## src/rtl/sorted_list_insert_delete_defines.svh

```systemverilog
// ----------------------------------------------------------------------------
// sorted list assertion macros
// shared property shapes for the sorted list checks
// ----------------------------------------------------------------------------
`ifndef SORTED_LIST_INSERT_DELETE_DEFINES_SVH
`define SORTED_LIST_INSERT_DELETE_DEFINES_SVH

// same-cycle implication, disabled while reset is active
`define SLID_ASSERT_NOW(label, clk, rst_n, ante, cons) \
    label: assert property (@(posedge clk) disable iff (!rst_n) (ante) |-> (cons)) \
        else $error("sorted list same-cycle check failed");

// next-cycle implication, disabled while reset is active
`define SLID_ASSERT_NEXT(label, clk, rst_n, ante, cons) \
    label: assert property (@(posedge clk) disable iff (!rst_n) (ante) |=> (cons)) \
        else $error("sorted list next-cycle check failed");

`endif

```

## src/rtl/slid_pkg.sv

```systemverilog
// ----------------------------------------------------------------------------
// slid_pkg
// types and codes shared by the sorted list controller and datapath
// ----------------------------------------------------------------------------
`timescale 1ns / 1ps

package slid_pkg;

    localparam int KEY_W = 32;
    localparam int CMD_W = 2;
    localparam int STATUS_W = 3;
    localparam int OCC_W = 5;

    typedef enum logic [CMD_W-1:0] {
        CMD_INSERT = 2'd0,
        CMD_DELETE = 2'd1,
        CMD_DUMP   = 2'd2
    } cmd_t;

    typedef enum logic [STATUS_W-1:0] {
        ST_INSERTED = 3'd0,
        ST_FULL     = 3'd1,
        ST_DELETED  = 3'd2,
        ST_NOTFOUND = 3'd3,
        ST_EMPTY    = 3'd4,
        ST_DUMP     = 3'd5
    } status_t;

    typedef enum logic [1:0] {
        S_IDLE,
        S_EXEC,
        S_RESP,
        S_DUMP
    } state_t;

    typedef struct packed {
        logic [CMD_W-1:0]        cmd;
        logic signed [KEY_W-1:0] key;
    } req_t;

    typedef struct packed {
        status_t                 status;
        logic signed [KEY_W-1:0] value;
        logic                    last;
        logic [OCC_W-1:0]        occupancy;
    } rsp_t;

    // controller to datapath
    typedef struct packed {
        logic capture;
        logic execute;
        logic advance;
        logic show_dump;
    } ctl_t;

    // datapath to controller
    typedef struct packed {
        logic [CMD_W-1:0] req_cmd;
        logic             is_empty;
        logic             dump_last;
    } sts_t;

endpackage

```

## src/rtl/slid_datapath.sv

```systemverilog
// ----------------------------------------------------------------------------
// slid_datapath
// sorted entry cells with parallel compare and shift, request and result regs
// ----------------------------------------------------------------------------
`timescale 1ns / 1ps

module slid_datapath #(
    parameter int DEPTH = 16
) (
    input  logic          clk,
    input  logic          rst_n,
    input  slid_pkg::ctl_t ctl,
    input  slid_pkg::req_t req,
    output slid_pkg::sts_t sts,
    output slid_pkg::rsp_t rsp
);
    import slid_pkg::*;

    localparam int CNT_W = $clog2(DEPTH + 1);
    localparam int IDX_W = $clog2(DEPTH);

    req_t                    req_reg;
    rsp_t                    res_reg;
    rsp_t                    res_next;
    logic [CNT_W-1:0]        cnt_reg;
    logic [CNT_W-1:0]        cnt_next;
    logic [IDX_W-1:0]        dump_idx_reg;
    logic [IDX_W-1:0]        dump_idx_next;
    logic signed [KEY_W-1:0] entry_reg [DEPTH];
    logic signed [KEY_W-1:0] entry_next [DEPTH];

    logic [DEPTH-1:0] gt;
    logic [DEPTH-1:0] eq;
    logic [DEPTH-1:0] hit_pre;
    logic             full;
    logic             empty;
    logic             found;
    logic             dump_last;

    assign full      = (cnt_reg == CNT_W'(DEPTH));
    assign empty     = (cnt_reg == '0);
    assign found     = |eq;
    assign dump_last = (CNT_W'(dump_idx_reg) + CNT_W'(1) == cnt_reg);

    // one compare-and-shift cell per entry
    for (genvar g = 0; g < DEPTH; g++)
    begin : g_cell
        logic                    in_use;
        logic                    ins_move;
        logic                    ins_head;
        logic                    del_move;
        logic                    rot_end;
        logic signed [KEY_W-1:0] prev_val;
        logic signed [KEY_W-1:0] next_val;

        assign in_use   = (CNT_W'(g) < cnt_reg);
        // unused cells act as +infinity so the insertion point ends at the count
        assign gt[g]    = in_use ? (req_reg.key < entry_reg[g]) : 1'b1;
        assign eq[g]    = in_use && (entry_reg[g] == req_reg.key);
        assign hit_pre[g] = |eq[g:0];
        assign ins_move = gt[g] && (CNT_W'(g) <= cnt_reg);
        assign del_move = hit_pre[g] && (CNT_W'(g + 1) < cnt_reg);
        assign rot_end  = (CNT_W'(g + 1) == cnt_reg);

        if (g == 0)
        begin : g_first
            assign ins_head = 1'b1;
            assign prev_val = entry_reg[g];
        end
        else
        begin : g_inner
            assign ins_head = !gt[g-1];
            assign prev_val = entry_reg[g-1];
        end

        if (g == DEPTH - 1)
        begin : g_tail
            assign next_val = entry_reg[g];
        end
        else
        begin : g_body
            assign next_val = entry_reg[g+1];
        end

        always_comb
        begin
            entry_next[g] = entry_reg[g];
            if (ctl.execute)
            begin
                case (req_reg.cmd)
                    CMD_INSERT:
                    begin
                        if (!full && ins_move)
                            entry_next[g] = ins_head ? req_reg.key : prev_val;
                    end
                    CMD_DELETE:
                    begin
                        if (found && del_move)
                            entry_next[g] = next_val;
                    end
                    default:
                    begin
                        entry_next[g] = entry_reg[g];
                    end
                endcase
            end
            else if (ctl.advance)
            begin
                // rotate the live entries so the head always holds the next key
                entry_next[g] = rot_end ? entry_reg[0] : next_val;
            end
        end

        always_ff @(posedge clk)
        begin
            entry_reg[g] <= entry_next[g];
        end
    end

    always_comb
    begin
        res_next      = res_reg;
        cnt_next      = cnt_reg;
        dump_idx_next = dump_idx_reg;
        if (ctl.execute)
        begin
            res_next.value = req_reg.key;
            res_next.last  = 1'b1;
            case (req_reg.cmd)
                CMD_INSERT:
                begin
                    if (full)
                    begin
                        res_next.status    = ST_FULL;
                        res_next.occupancy = OCC_W'(cnt_reg);
                    end
                    else
                    begin
                        cnt_next           = cnt_reg + CNT_W'(1);
                        res_next.status    = ST_INSERTED;
                        res_next.occupancy = OCC_W'(cnt_next);
                    end
                end
                CMD_DELETE:
                begin
                    if (empty)
                        res_next.status = ST_EMPTY;
                    else if (!found)
                        res_next.status = ST_NOTFOUND;
                    else
                    begin
                        cnt_next        = cnt_reg - CNT_W'(1);
                        res_next.status = ST_DELETED;
                    end
                    res_next.occupancy = OCC_W'(cnt_next);
                end
                CMD_DUMP:
                begin
                    res_next.status    = ST_EMPTY;
                    res_next.occupancy = OCC_W'(cnt_reg);
                    dump_idx_next      = '0;
                end
                default:
                begin
                    res_next = res_reg;
                end
            endcase
        end
        else if (ctl.advance)
        begin
            dump_idx_next = dump_idx_reg + IDX_W'(1);
        end
    end

    always_ff @(posedge clk or negedge rst_n)
    begin
        if (!rst_n)
        begin
            cnt_reg      <= '0;
            dump_idx_reg <= '0;
        end
        else
        begin
            cnt_reg      <= cnt_next;
            dump_idx_reg <= dump_idx_next;
        end
    end

    always_ff @(posedge clk)
    begin
        if (ctl.capture)
            req_reg <= req;
        res_reg <= res_next;
    end

    assign sts.req_cmd   = req_reg.cmd;
    assign sts.is_empty  = empty;
    assign sts.dump_last = dump_last;

    always_comb
    begin
        if (ctl.show_dump)
        begin
            rsp.status    = ST_DUMP;
            rsp.value     = entry_reg[0];
            rsp.last      = dump_last;
            rsp.occupancy = OCC_W'(cnt_reg);
        end
        else
        begin
            rsp = res_reg;
        end
    end

endmodule

```

## src/rtl/slid_controller.sv

```systemverilog
// ----------------------------------------------------------------------------
// slid_controller
// request sequencing: accept, execute, respond or stream a dump
// ----------------------------------------------------------------------------
`timescale 1ns / 1ps

module slid_controller (
    input  logic           clk,
    input  logic           rst_n,
    input  logic           in_valid,
    output logic           in_ready,
    output logic           out_valid,
    input  logic           out_ready,
    input  slid_pkg::sts_t sts,
    output slid_pkg::ctl_t ctl
);
    import slid_pkg::*;

    state_t state_reg;
    state_t state_next;

    always_comb
    begin
        state_next = state_reg;
        case (state_reg)
            S_IDLE:
            begin
                if (in_valid)
                    state_next = S_EXEC;
            end
            S_EXEC:
            begin
                case (sts.req_cmd)
                    CMD_INSERT, CMD_DELETE: state_next = S_RESP;
                    CMD_DUMP:               state_next = sts.is_empty ? S_RESP : S_DUMP;
                    default:                state_next = S_IDLE;
                endcase
            end
            S_RESP:
            begin
                if (out_ready)
                    state_next = S_IDLE;
            end
            S_DUMP:
            begin
                if (out_ready && sts.dump_last)
                    state_next = S_IDLE;
            end
            default:
            begin
                state_next = S_IDLE;
            end
        endcase
    end

    always_comb
    begin
        in_ready      = 1'b0;
        out_valid     = 1'b0;
        ctl           = '0;
        case (state_reg)
            S_IDLE:
            begin
                in_ready    = 1'b1;
                ctl.capture = in_valid;
            end
            S_EXEC:
            begin
                ctl.execute = 1'b1;
            end
            S_RESP:
            begin
                out_valid = 1'b1;
            end
            S_DUMP:
            begin
                out_valid     = 1'b1;
                ctl.show_dump = 1'b1;
                ctl.advance   = out_ready;
            end
            default:
            begin
                ctl = '0;
            end
        endcase
    end

    always_ff @(posedge clk or negedge rst_n)
    begin
        if (!rst_n)
            state_reg <= S_IDLE;
        else
            state_reg <= state_next;
    end

endmodule

```

## src/rtl/sorted_list_insert_delete.sv

```systemverilog
// ----------------------------------------------------------------------------
// sorted_list_insert_delete
// bounded ascending multiset of signed keys with insert, delete and dump
// ----------------------------------------------------------------------------
// usage:
//   request channel (in_valid/in_ready/in_data) carries cmd and key; the
//   response channel (out_valid/out_ready/out_data) returns status, value,
//   last and occupancy. one request is handled at a time.
//   insert and delete: the request is captured in the idle state, the compare
//   and shift across all entry cells happens in the next cycle, and the
//   response is shown from the cycle after. dump: one response per stored key,
//   one per cycle while out_ready is high; an empty store gives a single empty
//   response. the rate is set by the controller sequence of capture, execute,
//   respond. a stalled receiver holds the response steady and in_ready stays
//   low until the last response of the request is taken.
//   reset empties the store at once (count to zero); entries need no clearing.
// ----------------------------------------------------------------------------
`timescale 1ns / 1ps

`include "sorted_list_insert_delete_defines.svh"

module sorted_list_insert_delete #(
    parameter int DEPTH = 16
) (
    input  logic           clk,
    input  logic           rst_n,
    input  logic           in_valid,
    output logic           in_ready,
    input  slid_pkg::req_t in_data,
    output logic           out_valid,
    input  logic           out_ready,
    output slid_pkg::rsp_t out_data
);
    import slid_pkg::*;

    ctl_t ctl;
    sts_t sts;

    slid_controller u_ctrl (
        .clk       (clk),
        .rst_n     (rst_n),
        .in_valid  (in_valid),
        .in_ready  (in_ready),
        .out_valid (out_valid),
        .out_ready (out_ready),
        .sts       (sts),
        .ctl       (ctl)
    );

    slid_datapath #(
        .DEPTH (DEPTH)
    ) u_dp (
        .clk   (clk),
        .rst_n (rst_n),
        .ctl   (ctl),
        .req   (in_data),
        .sts   (sts),
        .rsp   (out_data)
    );

    // one request in flight: never taking a request while a response is shown
    `SLID_ASSERT_NOW(a_no_overlap, clk, rst_n, out_valid, !in_ready)

    // a taken request always goes to execution next
    `SLID_ASSERT_NEXT(a_exec_after_take, clk, rst_n, in_valid && in_ready, ctl.execute)

    // a successful insert leaves at least one key stored
    `SLID_ASSERT_NOW(a_insert_occ, clk, rst_n,
        out_valid && (out_data.status == ST_INSERTED), out_data.occupancy != '0)

    // dump elements only while the store holds keys
    `SLID_ASSERT_NOW(a_dump_nonempty, clk, rst_n,
        out_valid && (out_data.status == ST_DUMP), !sts.is_empty)

endmodule

```

## config.mk

```make
export PLATFORM = sky130hd
export DESIGN_NAME = sorted_list_insert_delete
export DESIGN_NICKNAME = d
export VERILOG_FILES = /design/src/rtl/slid_pkg.sv /design/src/rtl/slid_datapath.sv /design/src/rtl/slid_controller.sv /design/src/rtl/sorted_list_insert_delete.sv
export VERILOG_INCLUDE_DIRS = /design/src /design/src/rtl
export SDC_FILE = /design/constraint.sdc
export NUM_CORES = 2
export LEC_CHECK = 0
export ABC_AREA = 1
export BUFFER_PORTS_ARGS = -buffer_cell sky130_fd_sc_hd__buf_2
export CORE_MARGIN = 5
export CORE_UTILIZATION = 40
export CTS_CLUSTER_DIAMETER = 150
export DETAILED_ROUTE_END_ITERATION = 6
export SYNTH_ARGS = -nofsm -noshare
export SYNTH_HDL_FRONTEND = slang
export SYNTH_HIERARCHICAL = 1
export SYNTH_SLANG_ARGS = --single-unit
```

## constraint.sdc

```tcl
create_clock -name clk -period 4.9 [get_ports clk]
set_clock_uncertainty 0.1 [all_clocks]
set_input_delay 0.245 -clock clk [delete_from_list [all_inputs] [get_ports clk]]
set_output_delay 0.245 -clock clk [all_outputs]
set_load 0.01 [all_outputs]
```

### Word level (Yosys, flattened, before mapping)

Memories as Yosys holds them, arrays and structs flattened.
Cells that the tools add are included.

* add/sub/neg operators: 4
* $lt $le $gt $ge: 48
* eq/ne operators: 43
* multiplexer cells: 150
* reductions and logical operators: 109

Operator list (number)
* 32-bit 2-to-1 mux: 95
* 32-bit one-hot mux with 2 select lines: 15
* 32-bit == test: 16
* 32-bit less-than comparator: 16
* 1-bit logical AND: 79
* 41-bit 2-to-1 mux: 1
* 4-bit by 5-bit == test with 1-bit output, first input constant: 8
* 4-bit by 5-bit <= comparator with 1-bit output, first input constant: 8
* 4-bit by 5-bit less-than comparator with 1-bit output, first input constant: 8
* 1-bit 2-to-1 mux: 23
* 3-bit by 5-bit == test with 1-bit output, first input constant: 4
* 3-bit by 5-bit <= comparator with 1-bit output, first input constant: 4
* 3-bit by 5-bit less-than comparator with 1-bit output, first input constant: 4
* 16-bit OR reduction: 1
* 5-bit 2-to-1 mux: 3
* 5-bit one-hot mux with 3 select lines: 1
* 15-bit OR reduction: 1
* 14-bit OR reduction: 1
* 13-bit OR reduction: 1
* 4-bit 2-to-1 mux: 3
* 12-bit OR reduction: 1
* 11-bit OR reduction: 1
* 2-bit by 5-bit == test with 1-bit output, first input constant: 2
* 1-bit by 5-bit <= comparator with 1-bit output, first input constant: 2
* other kinds (37): 56

* register bits: 85
* RAM bits: 512
* input bits: 38
* output and inout port bits: 43
* word-level logic and storage cells: 363
* memories kept: 1

Memories
* u_dp.entry_reg: words 16, width 32, rd ports 16, clocked after memory_dff 0, wr ports 16, line slid_datapath.sv:29 `logic signed [KEY_W-1:0] entry_reg [DEPTH];`

### Depth between registers and ports, before layout

An unclocked memory read counts as a cell.

* word-level depth: 9
* gate-level depth with buffers: 19
* depth with buffers taken out: 17

### Modules after synthesis

The synthesis kept the hierarchy.

By module, submodules not included
* slid_datapath: instances 1, cells an instance 6054, area each 47230.3 µm², seq. area each 17822.1 µm²
* slid_controller: instances 1, cells an instance 29, area each 156.4 µm², seq. area each 50.0 µm²

### Worst setup path after synthesis

OpenSTA, ideal clock, no wires.

* path kind: register to register
* start point: register u_dp/req_reg[0] (netlist name)
* end point: memory u_dp.entry_reg[7][0], in the netlist u_dp/entry_reg[0][224] (enable)
* setup time: 0.432 ns
* arrival time: 4.130 ns
* data required time: 4.368 ns
* setup slack: 0.238 ns
* cell stages (with the launch flop): 18
* path buffers: 3
* period minus slack after synthesis: 4.662 ns
* path through: edfxtp_1 clkbuf_1 clkinv_1 ha_1 inv_1 a21oi_1 o21ai_0 nand2_1 a21o_1 nand2_1 nand2_1 nand2_1 nand2_1 nand3_1 buf_2 buf_2 nand3_1 a21oi_1

RTL lines (line)
* to (decl): slid_datapath.sv:29

==> flow_summary.ini <==
[run_status]
status = finished clean

[setup_path]
crit_arrival_ns = 4.34
critPathSlowestCell = edfxtp_1
path_cells = ha_1 -> nand2_1 -> nor2_1 -> nand2_1 -> nor2_1 -> nand4_1 -> nand2_1 -> nor2_1 -> nand2_2 -> nor3_1 -> o21ai_0 -> nand2_1 -> a21oi_4 -> buf_4
worstSetupPathType = flop to flop
crit_path_frequent_cell = nand2_1
max_stage_delay_ns = 0.77
cp-end-kind = flop
crit_fanout = 32
cp-start-kind = flop
required_ns = 5.08

[sta]
final.min_clock_period_ns = 4.16
timing.hold.ws_ns = 0.209
rsz0062_at_grt = no
worst_pin_slew_ns = 1.42
setup_tns_ns = 0
finalCritPeriodShare_pct = 84.8
maxSlewHeadroom_pct = 4.84
setup_violations = 0
slew_viol_final = 0
max_freq_mhz = 241
finalHoldViolCount = 0

[floorplanning]
coreArea_um2 = 118000
die_area_um2 = 125000
io_pins = 81
num_rows = 126
dieHeight_um = 354
die_w_um = 354
initial_utilization_pct = 40.2

[yosys]
syn-num-nets = 6643
synth_top_cell_area_share_pct = 37.1
netlist_top_cells_area = edfxtp_1 (37%), ha_1 (14%), nand2_1 (12%), a22oi_1 (7.1%), inv_1 (5.4%)
synth_top_area_cell = edfxtp_1
yosysMostFrequentCell = nand2_1
yosys_warnings = 6
ys_ff_latch = 597
yosysSeqAreaShare_pct = 37.7
synth_cell_types = 43
synth_top_cells_by_count = nand2_1 (1,468), inv_1 (676), edfxtp_1 (586), ha_1 (522), nor2_1 (453)
synth_area_per_cell_um2 = 7.79
syn_inst = 6083
synth_edf_count = 586
synth-main-ff-cell = edfxtp_1
syn-cell-area_um2 = 47400
synthArstFlopShare_pct = 1.84

[global_route]
antenna_found_initial = 3
grt_max_degree = 185
grt_pass1_vias = 45200
track_usage_pct = 29.3
grt-ovfl-total = 0
grt_first_pass_wirelength_mm = 282

[cells_and_area]
fin_cells = 7706
postLayoutCellArea_um2 = 53000
layout-drive-gt1-share_pct = 7.96
antennaDiodeCount = 0
final-seq-area_um2 = 17900
syn2layout_area_growth_pct = 11.8
largest_reg_flops = 512
finalNetCount = 6674
multi_input_area_um2 = 25700
fillers = 11800

[power]
ir_drop_mv = 0.479
powerDensity_nw_per_um2 = 674
power.leakage_uw = 0.0241
switchingPower_uw = 18100
power.internal_uw = 17600
combPwrFrac_pct = 57.0
netSwitchingFraction_pct = 50.6
seqPwrFrac_pct = 27.2
clkPwrFrac_pct = 15.7

[placement]
dp.cells = 7536
dp_hpwl_mm = 143
numPortBuffers = 80
globalplace.congestion = 0.965
place_area_um2 = 50200

[drt]
drc = 0
dr_total_vias = 46700
drtIter0Drc = 5575
dr.pass1.iters = 6
drt-vias-per-instance = 6.06
wl_per_cell_um = 24.8
totalWireLength_mm = 191
drtAntennaViolNets = 0

[flow_run]
cap_violations = 0

[cts]
htreeDepth = 3
clk_pin_slew_ns = 0.06
ctsLongestPathBuffers = 3
clk-insertion-delay-late_ns = 0.67
cts.sinks = 597
cts_tree = built
clockRootBuffer = clkbuf_16
numCtsBuffers = 74
cts_resized = 0

[min_path]
hp-class = primary input to flop
-- power by group through the flow --
stage | clock network, uW | logic (uW) | registers [uW]
detailed placement | 0 | 19700 | 9760
CTS | 5690 | 19800 | 9680
global placement | 0 | 19300 | 9770
floorplan | 0 | 12900 | 9230
global route | 5900 | 22300 | 9810
finish | 5620 | 20400 | 9720
-- cell families after synthesis --
logic type	synth area share, %
AO/OA/AOI/OAI	16.7
XOR/XNOR	0.148
adder cells (fa/ha/maj)	13.8
buffers and inverters	8.67
flip-flops	37.7
AND/OR/NAND/NOR	23.0
-- cell type report --
type	count	share of cell area, %
Clock buffer	95	3.74
Clock inverter	37	0.746
Inverter	689	4.89
Multi-Input combinational cell	4427	48.5
Sequential cell	597	33.7
Tap cell	1536	3.63
Timing Repair Buffer	325	4.72
-- worst max-delay path: cells and delay by family (launching register included) --
kind / cells / cell delay [ns]
and+or+nand+nor: 10 / 1.69
DFF: 1 / 0.77
adders and majority gates: 1 / 0.49
buffers and inverters: 1 / 0.44
AOI/OAI and AO/OA: 2 / 0.26
-- layout by cell type (no fill, tap or decap), types with 9 or more instances in the layout --
master / netlist / layout
nand2_1: 1468 / 1468
inv_1: 676 / 675
edfxtp_1: 586 / 586
ha_1: 522 / 522
a22oi_1: 448 / 448
nor2_1: 453 / 428
nand3_1: 402 / 399
o21ai_0: 343 / 343
a21oi_1: 348 / 336
nand4_1: 218 / 218
buf_4: 6 / 194
buf_2: 67 / 80
clkbuf_16: 0 / 76
o21ai_1: 76 / 62
dlygate4sd3_1: 0 / 38
o21bai_1: 34 / 34
nor2_2: 6 / 27
clkbuf_1: 271 / 18
nor3_1: 17 / 17
o21ai_2: 4 / 16
o21a_1: 15 / 15
clkinv_2: 0 / 14
buf_12: 0 / 13
inv_2: 11 / 12
a21oi_4: 0 / 12
dfrtp_1: 11 / 11
o211ai_1: 11 / 11
a211oi_1: 11 / 11
clkinv_1: 1 / 9
nor2_4: 5 / 9
nand2_2: 9 / 9
-- worst paths after layout --
| path | slack (ns) | endpoint | cells past startpoint | from |
|---|---|---|---|---|
| hold reg to reg | 0.46 | u_dp/entry_reg[0][231] | 2 | u_dp/entry_reg[1][7] |
| setup / recovery | 0.74 | u_dp/entry_reg[1][116] | 14 | u_dp/req_reg[25] |
| max in group asynchronous | 3.69 | u_dp/dump_idx_reg[3] | 3 | rst_n |
| hold / removal | 0.21 | u_dp/req_reg[20] | 2 | in_data[20] |
| setup reg to reg | 0.74 | u_dp/entry_reg[1][116] | 14 | u_dp/req_reg[25] |
| min in group asynchronous | 0.59 | u_dp/cnt_reg[1] | 3 | rst_n |
-- layer usage --
| metal | routed length [um] | vias up | global-route usage [%] |
|---|---|---|---|
| met3 | 18000 | 589 | 4.59 |
| met2 | 86800 | 2566 | 47.9 |
| met1 | 75200 | 22400 | 38.0 |
| li1 | - | 21200 | - |
| met4 | 10900 | 2 | 14.4 |
| met5 | 13 | - | 0 |
-- stage by stage --
stage	total power (uW)	utilization, %	worst slack [ns]
6_report	35700	44.9	0.743
5_1_grt	38000	44.9	0.599
4_1_cts	35200	44.9	0.846
3_5_place_dp	29500	42.6	0.890
3_3_place_gp	29100	42.6	0.873
2_1_floorplan	22200	-	0.238
-- timing repair --
action / in CTS / in global routing
endpoints found under the hold margin: 49 / 0
hold buffers: 38 / 0
setup endpoints to repair: 0 / 0
setup buffers: 0 / 0
No activity file was read; power rests on OpenSTA's default activity.
